===== src/hw/rtl/bcgd_pkg.sv =====
// Shared types, register indexes, reset values and result codes for the
// button click gesture detector. Depends on nothing.
package bcgd_pkg;

  localparam int TIME_W     = 32;
  localparam int WIN_W      = 16;
  localparam int CFG_IDX_W  = 3;
  localparam int CFG_DATA_W = 16;
  localparam int CODE_W     = 2;

  // Configuration register indexes.
  localparam logic [CFG_IDX_W-1:0] REG_ENABLED         = 3'd0;
  localparam logic [CFG_IDX_W-1:0] REG_ACTIVE_HIGH     = 3'd1;
  localparam logic [CFG_IDX_W-1:0] REG_BOUNCE_MS       = 3'd2;
  localparam logic [CFG_IDX_W-1:0] REG_DOUBLE_CLICK_MS = 3'd3;
  localparam logic [CFG_IDX_W-1:0] REG_LONG_PRESS_MS   = 3'd4;

  // Reset values of the timing windows.
  localparam logic [WIN_W-1:0] BOUNCE_MS_RST       = 16'd50;
  localparam logic [WIN_W-1:0] DOUBLE_CLICK_MS_RST = 16'd300;
  localparam logic [WIN_W-1:0] LONG_PRESS_MS_RST   = 16'd1000;

  // Change codes.
  localparam logic [CODE_W-1:0] CHG_NONE     = 2'd0;
  localparam logic [CODE_W-1:0] CHG_PRESSED  = 2'd1;
  localparam logic [CODE_W-1:0] CHG_RELEASED = 2'd2;

  // Action codes.
  localparam logic [CODE_W-1:0] ACT_NONE         = 2'd0;
  localparam logic [CODE_W-1:0] ACT_LONG_PRESS   = 2'd1;
  localparam logic [CODE_W-1:0] ACT_CLICK        = 2'd2;
  localparam logic [CODE_W-1:0] ACT_DOUBLE_CLICK = 2'd3;

  // Item kinds.
  localparam logic KIND_POLL = 1'b0;
  localparam logic KIND_EDGE = 1'b1;

  typedef struct packed {
    logic             enabled;
    logic             active_high;
    logic [WIN_W-1:0] bounce_ms;
    logic [WIN_W-1:0] double_click_ms;
    logic [WIN_W-1:0] long_press_ms;
  } cfg_t;

  typedef struct packed {
    logic              kind;
    logic              pin_level;
    logic [TIME_W-1:0] now_ms;
  } item_t;

  typedef struct packed {
    logic              level_pressed;
    logic [CODE_W-1:0] change_code;
    logic [CODE_W-1:0] action_code;
  } result_t;

endpackage


===== src/hw/rtl/button_click_gesture_detector.sv =====
// Top level of the button click gesture detector: input register, result
// register and handshake. Depends on bcgd_pkg, bcgd_cfg and bcgd_core.
//
//   Port group  Direction  Beat contents
//   in_*        sink       kind, pin_level, now_ms (valid/stall)
//   out_*       source     level_pressed, change_code, action_code (valid/stall)
//   cfg_*       sink       write enable, register index, 16-bit write data
//
// One beat enters per cycle while in_stall is low. A beat is held in the
// input register, then its result, set by the combinational compare-and-update
// logic, goes into the result register as the gesture state updates.
// Reset is synchronous and active low; it empties both registers and
// restores the registers and the gesture state. A stall on the output holds
// the result and backs up into in_stall once the input register is full.
module button_click_gesture_detector (
  input  logic                           clk,
  input  logic                           rst_n,
  input  logic                           in_valid,
  output logic                           in_stall,
  input  logic                           in_kind,
  input  logic                           in_pin_level,
  input  logic [bcgd_pkg::TIME_W-1:0]     in_now_ms,
  output logic                           out_valid,
  input  logic                           out_stall,
  output logic                           out_level_pressed,
  output logic [bcgd_pkg::CODE_W-1:0]     out_change_code,
  output logic [bcgd_pkg::CODE_W-1:0]     out_action_code,
  input  logic                           cfg_we,
  input  logic [bcgd_pkg::CFG_IDX_W-1:0]  cfg_index,
  input  logic [bcgd_pkg::CFG_DATA_W-1:0] cfg_wdata
);
  import bcgd_pkg::*;

  cfg_t    cfg;
  item_t   item_r;
  logic    item_vld_r;
  result_t res;
  result_t res_r;
  logic    res_vld_r;
  logic    out_free;
  logic    step;
  logic    in_take;

  bcgd_cfg u_cfg (
    .clk       (clk),
    .rst_n     (rst_n),
    .cfg_we    (cfg_we),
    .cfg_index (cfg_index),
    .cfg_wdata (cfg_wdata),
    .cfg       (cfg)
  );

  bcgd_core u_core (
    .clk   (clk),
    .rst_n (rst_n),
    .step  (step),
    .item  (item_r),
    .cfg   (cfg),
    .res   (res)
  );

  // Pipeline advance: the result register frees when empty or when taken.
  assign out_free = !res_vld_r || !out_stall;
  assign step     = item_vld_r && out_free;
  assign in_stall = item_vld_r && !out_free;
  assign in_take  = in_valid && !in_stall;

  // Input register.
  always_ff @(posedge clk) begin
    if (!rst_n) begin
      item_vld_r <= 1'b0;
    end else if (in_take) begin
      item_vld_r <= 1'b1;
    end else if (step) begin
      item_vld_r <= 1'b0;
    end
  end

  always_ff @(posedge clk) begin
    if (in_take) begin
      item_r.kind      <= in_kind;
      item_r.pin_level <= in_pin_level;
      item_r.now_ms    <= in_now_ms;
    end
  end

  // Result register.
  always_ff @(posedge clk) begin
    if (!rst_n) begin
      res_vld_r <= 1'b0;
    end else if (out_free) begin
      res_vld_r <= step;
    end
  end

  always_ff @(posedge clk) begin
    if (step) begin
      res_r <= res;
    end
  end

  assign out_valid         = res_vld_r;
  assign out_level_pressed = res_r.level_pressed;
  assign out_change_code   = res_r.change_code;
  assign out_action_code   = res_r.action_code;

  // The change code has no value beyond the defined change codes.
  a_change_code_known: assert property (@(posedge clk) disable iff (!rst_n)
    out_valid |-> (out_change_code == CHG_NONE || out_change_code == CHG_PRESSED ||
                   out_change_code == CHG_RELEASED))
    else $error("change code out of range");

  // An action is only reported together with a change.
  a_action_needs_change: assert property (@(posedge clk) disable iff (!rst_n)
    (out_valid && out_action_code != ACT_NONE) |-> (out_change_code != CHG_NONE))
    else $error("action without change");

  // A long press is only ever reported while the button is held down.
  a_long_press_held: assert property (@(posedge clk) disable iff (!rst_n)
    (out_valid && out_action_code == ACT_LONG_PRESS) |-> (out_change_code == CHG_PRESSED))
    else $error("long press reported on release");

  // Results are only produced from an item held in the input register.
  a_result_from_item: assert property (@(posedge clk) disable iff (!rst_n)
    ($rose(out_valid)) |-> $past(item_vld_r))
    else $error("result without item");

endmodule


===== src/hw/rtl/bcgd_cfg.sv =====
// Configuration register file of the button click gesture detector.
// Depends on bcgd_pkg for the register indexes, reset values and cfg_t.
module bcgd_cfg (
  input  logic                           clk,
  input  logic                           rst_n,
  input  logic                           cfg_we,
  input  logic [bcgd_pkg::CFG_IDX_W-1:0]  cfg_index,
  input  logic [bcgd_pkg::CFG_DATA_W-1:0] cfg_wdata,
  output bcgd_pkg::cfg_t                 cfg
);
  import bcgd_pkg::*;

  cfg_t cfg_r;
  cfg_t cfg_nxt;

  // Decode the write; an index beyond the list leaves every register alone.
  always_comb begin
    cfg_nxt = cfg_r;
    if (cfg_we) begin
      unique case (cfg_index)
        REG_ENABLED:         cfg_nxt.enabled         = cfg_wdata[0];
        REG_ACTIVE_HIGH:     cfg_nxt.active_high     = cfg_wdata[0];
        REG_BOUNCE_MS:       cfg_nxt.bounce_ms       = cfg_wdata[WIN_W-1:0];
        REG_DOUBLE_CLICK_MS: cfg_nxt.double_click_ms = cfg_wdata[WIN_W-1:0];
        REG_LONG_PRESS_MS:   cfg_nxt.long_press_ms   = cfg_wdata[WIN_W-1:0];
        default: ;
      endcase
    end
  end

  always_ff @(posedge clk) begin
    if (!rst_n) begin
      cfg_r.enabled         <= 1'b0;
      cfg_r.active_high     <= 1'b0;
      cfg_r.bounce_ms       <= BOUNCE_MS_RST;
      cfg_r.double_click_ms <= DOUBLE_CLICK_MS_RST;
      cfg_r.long_press_ms   <= LONG_PRESS_MS_RST;
    end else begin
      cfg_r <= cfg_nxt;
    end
  end

  assign cfg = cfg_r;

endmodule


===== src/hw/rtl/bcgd_core.sv =====
// Debounce and gesture state of the button click gesture detector, with the
// next-state and result logic for one beat. Depends on bcgd_pkg.
module bcgd_core (
  input  logic              clk,
  input  logic              rst_n,
  input  logic              step,
  input  bcgd_pkg::item_t   item,
  input  bcgd_pkg::cfg_t    cfg,
  output bcgd_pkg::result_t res
);
  import bcgd_pkg::*;

  logic              deb_pressed_r,  deb_pressed_nxt;
  logic              changed_r,      changed_nxt;
  logic              click_r,        click_nxt;
  logic              dbl_click_r,    dbl_click_nxt;
  logic              long_press_r,   long_press_nxt;
  logic              edge_handled_r, edge_handled_nxt;
  logic [TIME_W-1:0] last_change_r,  last_change_nxt;
  logic [TIME_W-1:0] last_click_r,   last_click_nxt;

  logic              pressed_now;
  logic [TIME_W-1:0] since_change;
  logic [TIME_W-1:0] since_click;
  logic              in_bounce;
  logic              in_dbl_window;
  logic              past_long;

  // Elapsed times wrap modulo 2^32; the windows are zero-extended.
  assign pressed_now   = (item.pin_level == cfg.active_high);
  assign since_change  = item.now_ms - last_change_r;
  assign since_click   = item.now_ms - last_click_r;
  assign in_bounce     = since_change < {{(TIME_W-WIN_W){1'b0}}, cfg.bounce_ms};
  assign in_dbl_window = since_click < {{(TIME_W-WIN_W){1'b0}}, cfg.double_click_ms};
  assign past_long     = since_change > {{(TIME_W-WIN_W){1'b0}}, cfg.long_press_ms};

  // Next state for the item on hand.
  always_comb begin
    deb_pressed_nxt  = deb_pressed_r;
    changed_nxt      = changed_r;
    click_nxt        = click_r;
    dbl_click_nxt    = dbl_click_r;
    long_press_nxt   = long_press_r;
    edge_handled_nxt = edge_handled_r;
    last_change_nxt  = last_change_r;
    last_click_nxt   = last_click_r;
    if (!cfg.enabled) begin
      deb_pressed_nxt  = 1'b0;
      changed_nxt      = 1'b0;
      click_nxt        = 1'b0;
      dbl_click_nxt    = 1'b0;
      long_press_nxt   = 1'b0;
      edge_handled_nxt = 1'b0;
      last_change_nxt  = '0;
      last_click_nxt   = '0;
    end else if ((item.kind == KIND_POLL) && edge_handled_r) begin
      // A poll straight after a handled edge is skipped.
      edge_handled_nxt = 1'b0;
    end else if (!in_bounce) begin
      changed_nxt      = 1'b0;
      click_nxt        = 1'b0;
      dbl_click_nxt    = 1'b0;
      edge_handled_nxt = item.kind;
      if (pressed_now != deb_pressed_r) begin
        deb_pressed_nxt = pressed_now;
        if (!pressed_now && long_press_r) begin
          // The release after a long press is swallowed.
          long_press_nxt = 1'b0;
        end else begin
          changed_nxt     = 1'b1;
          last_change_nxt = item.now_ms;
          if (!pressed_now) begin
            if (in_dbl_window) begin
              dbl_click_nxt = 1'b1;
            end else begin
              click_nxt      = 1'b1;
              last_click_nxt = item.now_ms;
            end
          end
        end
      end else if (pressed_now && past_long && !long_press_r) begin
        long_press_nxt = 1'b1;
        changed_nxt    = 1'b1;
      end
    end
  end

  // Result codes follow the updated flags.
  always_comb begin
    res.level_pressed = cfg.enabled && pressed_now;
    res.change_code   = CHG_NONE;
    res.action_code   = ACT_NONE;
    if (cfg.enabled && changed_nxt) begin
      res.change_code = deb_pressed_nxt ? CHG_PRESSED : CHG_RELEASED;
      if (long_press_nxt) begin
        res.action_code = ACT_LONG_PRESS;
      end else if (click_nxt) begin
        res.action_code = ACT_CLICK;
      end else if (dbl_click_nxt) begin
        res.action_code = ACT_DOUBLE_CLICK;
      end
    end
  end

  always_ff @(posedge clk) begin
    if (!rst_n) begin
      deb_pressed_r  <= 1'b0;
      changed_r      <= 1'b0;
      click_r        <= 1'b0;
      dbl_click_r    <= 1'b0;
      long_press_r   <= 1'b0;
      edge_handled_r <= 1'b0;
      last_change_r  <= '0;
      last_click_r   <= '0;
    end else if (step) begin
      deb_pressed_r  <= deb_pressed_nxt;
      changed_r      <= changed_nxt;
      click_r        <= click_nxt;
      dbl_click_r    <= dbl_click_nxt;
      long_press_r   <= long_press_nxt;
      edge_handled_r <= edge_handled_nxt;
      last_change_r  <= last_change_nxt;
      last_click_r   <= last_click_nxt;
    end
  end

endmodule


===== config.mk =====
export PLATFORM = sky130hd
export DESIGN_NAME = button_click_gesture_detector
export DESIGN_NICKNAME = d
export VERILOG_FILES = /design/src/hw/rtl/bcgd_pkg.sv /design/src/hw/rtl/button_click_gesture_detector.sv /design/src/hw/rtl/bcgd_cfg.sv /design/src/hw/rtl/bcgd_core.sv
export SDC_FILE = /design/constraint.sdc
export NUM_CORES = 1
export LEC_CHECK = 0
export BUFFER_PORTS_ARGS = -buffer_cell sky130_fd_sc_hd__buf_2
export CAP_MARGIN = 40
export CELL_PAD_IN_SITES_DETAIL_PLACEMENT = 1
export CELL_PAD_IN_SITES_GLOBAL_PLACEMENT = 2
export CORE_MARGIN = 2
export CORE_UTILIZATION = 41
export DETAILED_ROUTE_END_ITERATION = 16
export PLACE_DENSITY_LB_ADDON = 0.15
export SYNTH_ARGS = -nofsm -noshare
export SYNTH_HDL_FRONTEND = slang
export SYNTH_SLANG_ARGS = --single-unit

===== constraint.sdc =====
create_clock -name clk -period 7.3 [get_ports clk]
set_input_delay 0.73 -clock clk [delete_from_list [all_inputs] [get_ports clk]]
set_output_delay 0.73 -clock clk [all_outputs]
set_load 0.1 [all_outputs]

==> metrics.md <==
| Metric | Value |
|---|---|
| Outcome | `completed` |
| Top cells by area, synth | `dfxtp_1, ha_1, edfxtp_1` |
| Die footprint | `around 28000 sq um` |
| Final HPWL DP | `27060 um` |
| Via count | `10020` |
| Distinct cells, synth | `87` |
| All-Layer GR Usage | `24.64%` |
| Storage cell area | `around 3600 sq um` |
| Pin count of the biggest net entering global routing | `between 50 and 60` |
| Total stage count of the critical path | `19` |
| Most Used Layer, Global Route | `met2` |
| TritonCTS clock tree | `yes` |
| Min Tclk post-route | `between 5 and 6 ns` |
| Hold Violations, Final | `0` |
| Number of global-route vias before repair | `about 10000` |
| Critical path's slowest cell | `or4b_1` |
| ANT nets after route | `0` |
| Post-synth top area share | `21.96%` |
| Worst rel slew slack | `42.78%` |
| Setup Fix Bufs, Post-CTS | `0` |
| Area of the multi-input gates | `6804 sq um` |
| # IOs | `65` |
| Arrival @ worst endpoint | `5.82 ns` |
| CTS H-tree lvls | `4` |
| Xor/xnor share of the synthesized area | `under 10%` |
| Dpl ws | `about 1.9 ns` |
| First-pass GRT wire length | `55360 um` |
| Mapped Nets | `approximately 1500` |
| Number of synthesized register bits | `about 160` |
| CTS Buffer Depth | `2` |
| Final-report max-slew violation count | `0` |
| Worst R2R Setup Slack | `~1.8 ns` |
| Synth Area in Adders | `about an eighth` |
| Die width | `~170 um` |
| CP Capture Type | `flip-flop` |
| # DRC | `0` |
| Simple-Gate Fraction of Synth Area | `between 20% and 30%` |
| Post-synth top flop | `dfxtp_1` |
| Most frequent cells in the layout | `nand2_1, inv_1, a21oi_1, dfxtp_1, ha_1` |
| Power Density | `roughly 190 nW/um^2` |
| Post-Synthesis Cells | `approximately 1400` |
| Ys Warns | `0` |
| First-pass DRT Iterations | `4` |
| # setup viols final | `0` |
| Crit-path leading delay family | `simple AND/OR/NAND/NOR gates` |
| Syn_area_per_cell | `~8.1 sq um` |
| Synth async-reset ratio | `0%` |
| Antenna violations before repair | `0` |
| Worst Path Buf+Inv | `0` |
| M2 GR Usage | `~39%` |
| Clock Sinks | `161` |
| Slew of the pin with the lowest slew margin | `between 0.8 and 0.9 ns` |
| Reg2Reg Depth | `19` |
| Cell Area, Synth | `approximately 11000 sq um` |
| Final WS setup | `roughly 1.8 ns` |
| Worst VDD drop | `about 0.00011 V` |
| Crit path largest cell delay | `about 0.67 ns` |
| RSZ-0062 raised after global routing | `false` |
| Max Cap Violations | `0` |
| Worst Setup EP | `u_core.dbl_click_r` |
| GR Util met3 | `under 10%` |
| Initial core utilization | `between 40 and 50%` |
| I/O Buffers | `64` |
| Syn-to-layout area delta | `10.64%` |
| Largest family of logic cells by synthesized area | `compound AO/OA/AOI/OAI gates` |
| Reg clk slew, reported paths | `roughly 0.07 ns` |
| Reg2Reg Launch Point | `item_r[10]` |
| Clock root buffer | `clkbuf_16` |
| Tcrit/Tclk final | `between 70% and 80%` |
| Largest area contributor in the netlist | `dfxtp_1` |
| Skew final | `just over 0.01 ns` |
| Clock Latency Late Sink | `approximately 0.44 ns` |
| Wire length per cell | `just under 20 um` |
| Leak | `~0.0046 uW` |
| Cell row count | `60` |
| Cts bufs inserted | `17` |
| WL final | `approximately 34000 um` |
| Share of post-route cells with drive strength above 1 | `a little under a tenth` |
| DRT iter0 DRCs | `between 500 and 600` |
| Core area | `26800 sq um` |
| End of the worst register-to-register path | `u_core.dbl_click_r` |
| Post-cts repair resize count | `0` |
| Cts hold-fix bufs | `0` |
| Die Height | `168.7 um` |
| Hold Crit Depth | `2` |
| Hold Path Class | `reg2reg` |
| Total grt overflow | `0` |
| Nature of the critical path startpoint | `flip-flop` |
| Setup TNS | `0 ns` |
| CP Launch Point | `item_r[10]` |
| Number of fill cells in the layout | `roughly 3200` |
| CP Max Fanout | `8` |
| Via density | `about 5.7` |
| Critical-path cell list | `ha_1, and4_1, nand3_1, a21oi_1, nor2_1, nand2_1, xor2_1, ha_1, nand3_1, a21boi_0, nor3_1, o2111a_1, o311a_1, o2111ai_1, nor4_1, nand4_1, or4b_1, or4b_1, o21ai_1` |
| Compound-Gate Fraction of Synth Area | `23.95%` |
| Final Wtd Congestion | `0.8539` |
| Post-synth EDFFs | `39` |
| Register area share after synthesis | `32.50%` |
| Req. time, crit path | `about 7.7 ns` |
| F_max | `~180 MHz` |
| Crit Path Class | `reg2reg` |
| # diodes | `0` |
| Final #Nets | `~1600` |
| Mux cell area share after synthesis | `0.6301%` |
| Met1 usage | `35.72%` |
| Most common cell after layout, fill and taps aside | `nand2_1` |
## sequential cells by signal, summed over array words and instances, names as in the netlist
name                   count
u_core.last_change_r      32
item_vld_r                 1
u_core.changed_r           1
u_core.edge_handled_r      1
u_core.dbl_click_r         1
u_core.long_press_r        1
u_cfg.cfg                 50
item_r                    34
u_core.deb_pressed_r       1
u_core.last_click_r       32
out_change_code            2
out_valid                  1
u_core.click_r             1
out_level_pressed          1
out_action_code            2
## worst min path at each step
stage                             from                 end  slack, ns
global placement         u_cfg.cfg[11]       u_cfg.cfg[11]       0.44
finish                   u_cfg.cfg[25]       u_cfg.cfg[25]       0.46
global route              in_now_ms[3]           item_r[3]       0.45
detailed placement       u_cfg.cfg[34]       u_cfg.cfg[34]       0.45
floorplan           u_core.dbl_click_r  u_core.dbl_click_r       0.43
CTS                      in_now_ms[14]          item_r[14]       0.45
## Yosys cell counts, types with 12 or more instances
master / number
nand3_1: 58
ha_1: 108
a21o_1: 29
edfxtp_1: 39
inv_1: 122
nor3_1: 26
o21ai_0: 70
nand2_1: 199
xor2_1: 16
nor2_1: 62
a21oi_1: 122
o211ai_1: 24
nand4_1: 21
xnor2_1: 24
dfxtp_1: 122
nor2b_1: 12
o21bai_1: 12
a22o_1: 33
clkbuf_1: 41
## through the flow
| step | total power, uW | utilization (%) | std cells | hold slack, ns | instance area (sq um) |
|---|---|---|---|---|---|
| global route | 2421 | 45.91 | 1754 | 0.4470 | 12300 |
| global placement | 1410 | 43.52 | 1720 | 0.4440 | 11660 |
| finish | 2315 | 45.91 | 1754 | 0.4560 | 12300 |
| CTS | 2333 | 45.91 | 1754 | 0.4516 | 12300 |
| floorplan | 1281 | - | 1368 | 0.4327 | 11120 |
| detailed placement | 1419 | 43.73 | 1722 | 0.4482 | 11720 |
## metal layers
| metal | routed length [um] | vias to the layer above |
|---|---|---|
| met5 | 0 | - |
| met4 | 498 | 0 |
| met3 | 1040 | 34 |
| met2 | 15420 | 137 |
| met1 | 17430 | 4870 |
| li1 | - | 4977 |
## final cells by class
type / count / share of cell area (%)
Clock buffer: 20 / 3.926
Clock inverter: 12 / 0.8238
Inverter: 123 / 3.753
Multi-Input combinational cell: 1026 / 55.30
Sequential cell: 161 / 29.37
Tap cell: 341 / 3.468
Timing Repair Buffer: 71 / 3.356
## power by group
part           internal [uW]  total (uW)  leakage [uW]  switching [uW]
Clock                    493         912      0.000295             419
Combinational            164         445       0.00298             281
Sequential               935         958       0.00136            22.8
## worst min-delay path, stage by stage, from the launching register on
cell and delay [ns]:
dfxtp_1 0.31, nand2_1 0.05, a21oi_1 0.05
## kinds of logic after synthesis
group | count (synthesis)
mux | 7
flops | 161
fa+ha+maj | 110
compound gates | 398
xor+xnor | 40
simple gates | 471
buf+inv | 181
(Power assumes the default switching activity.)
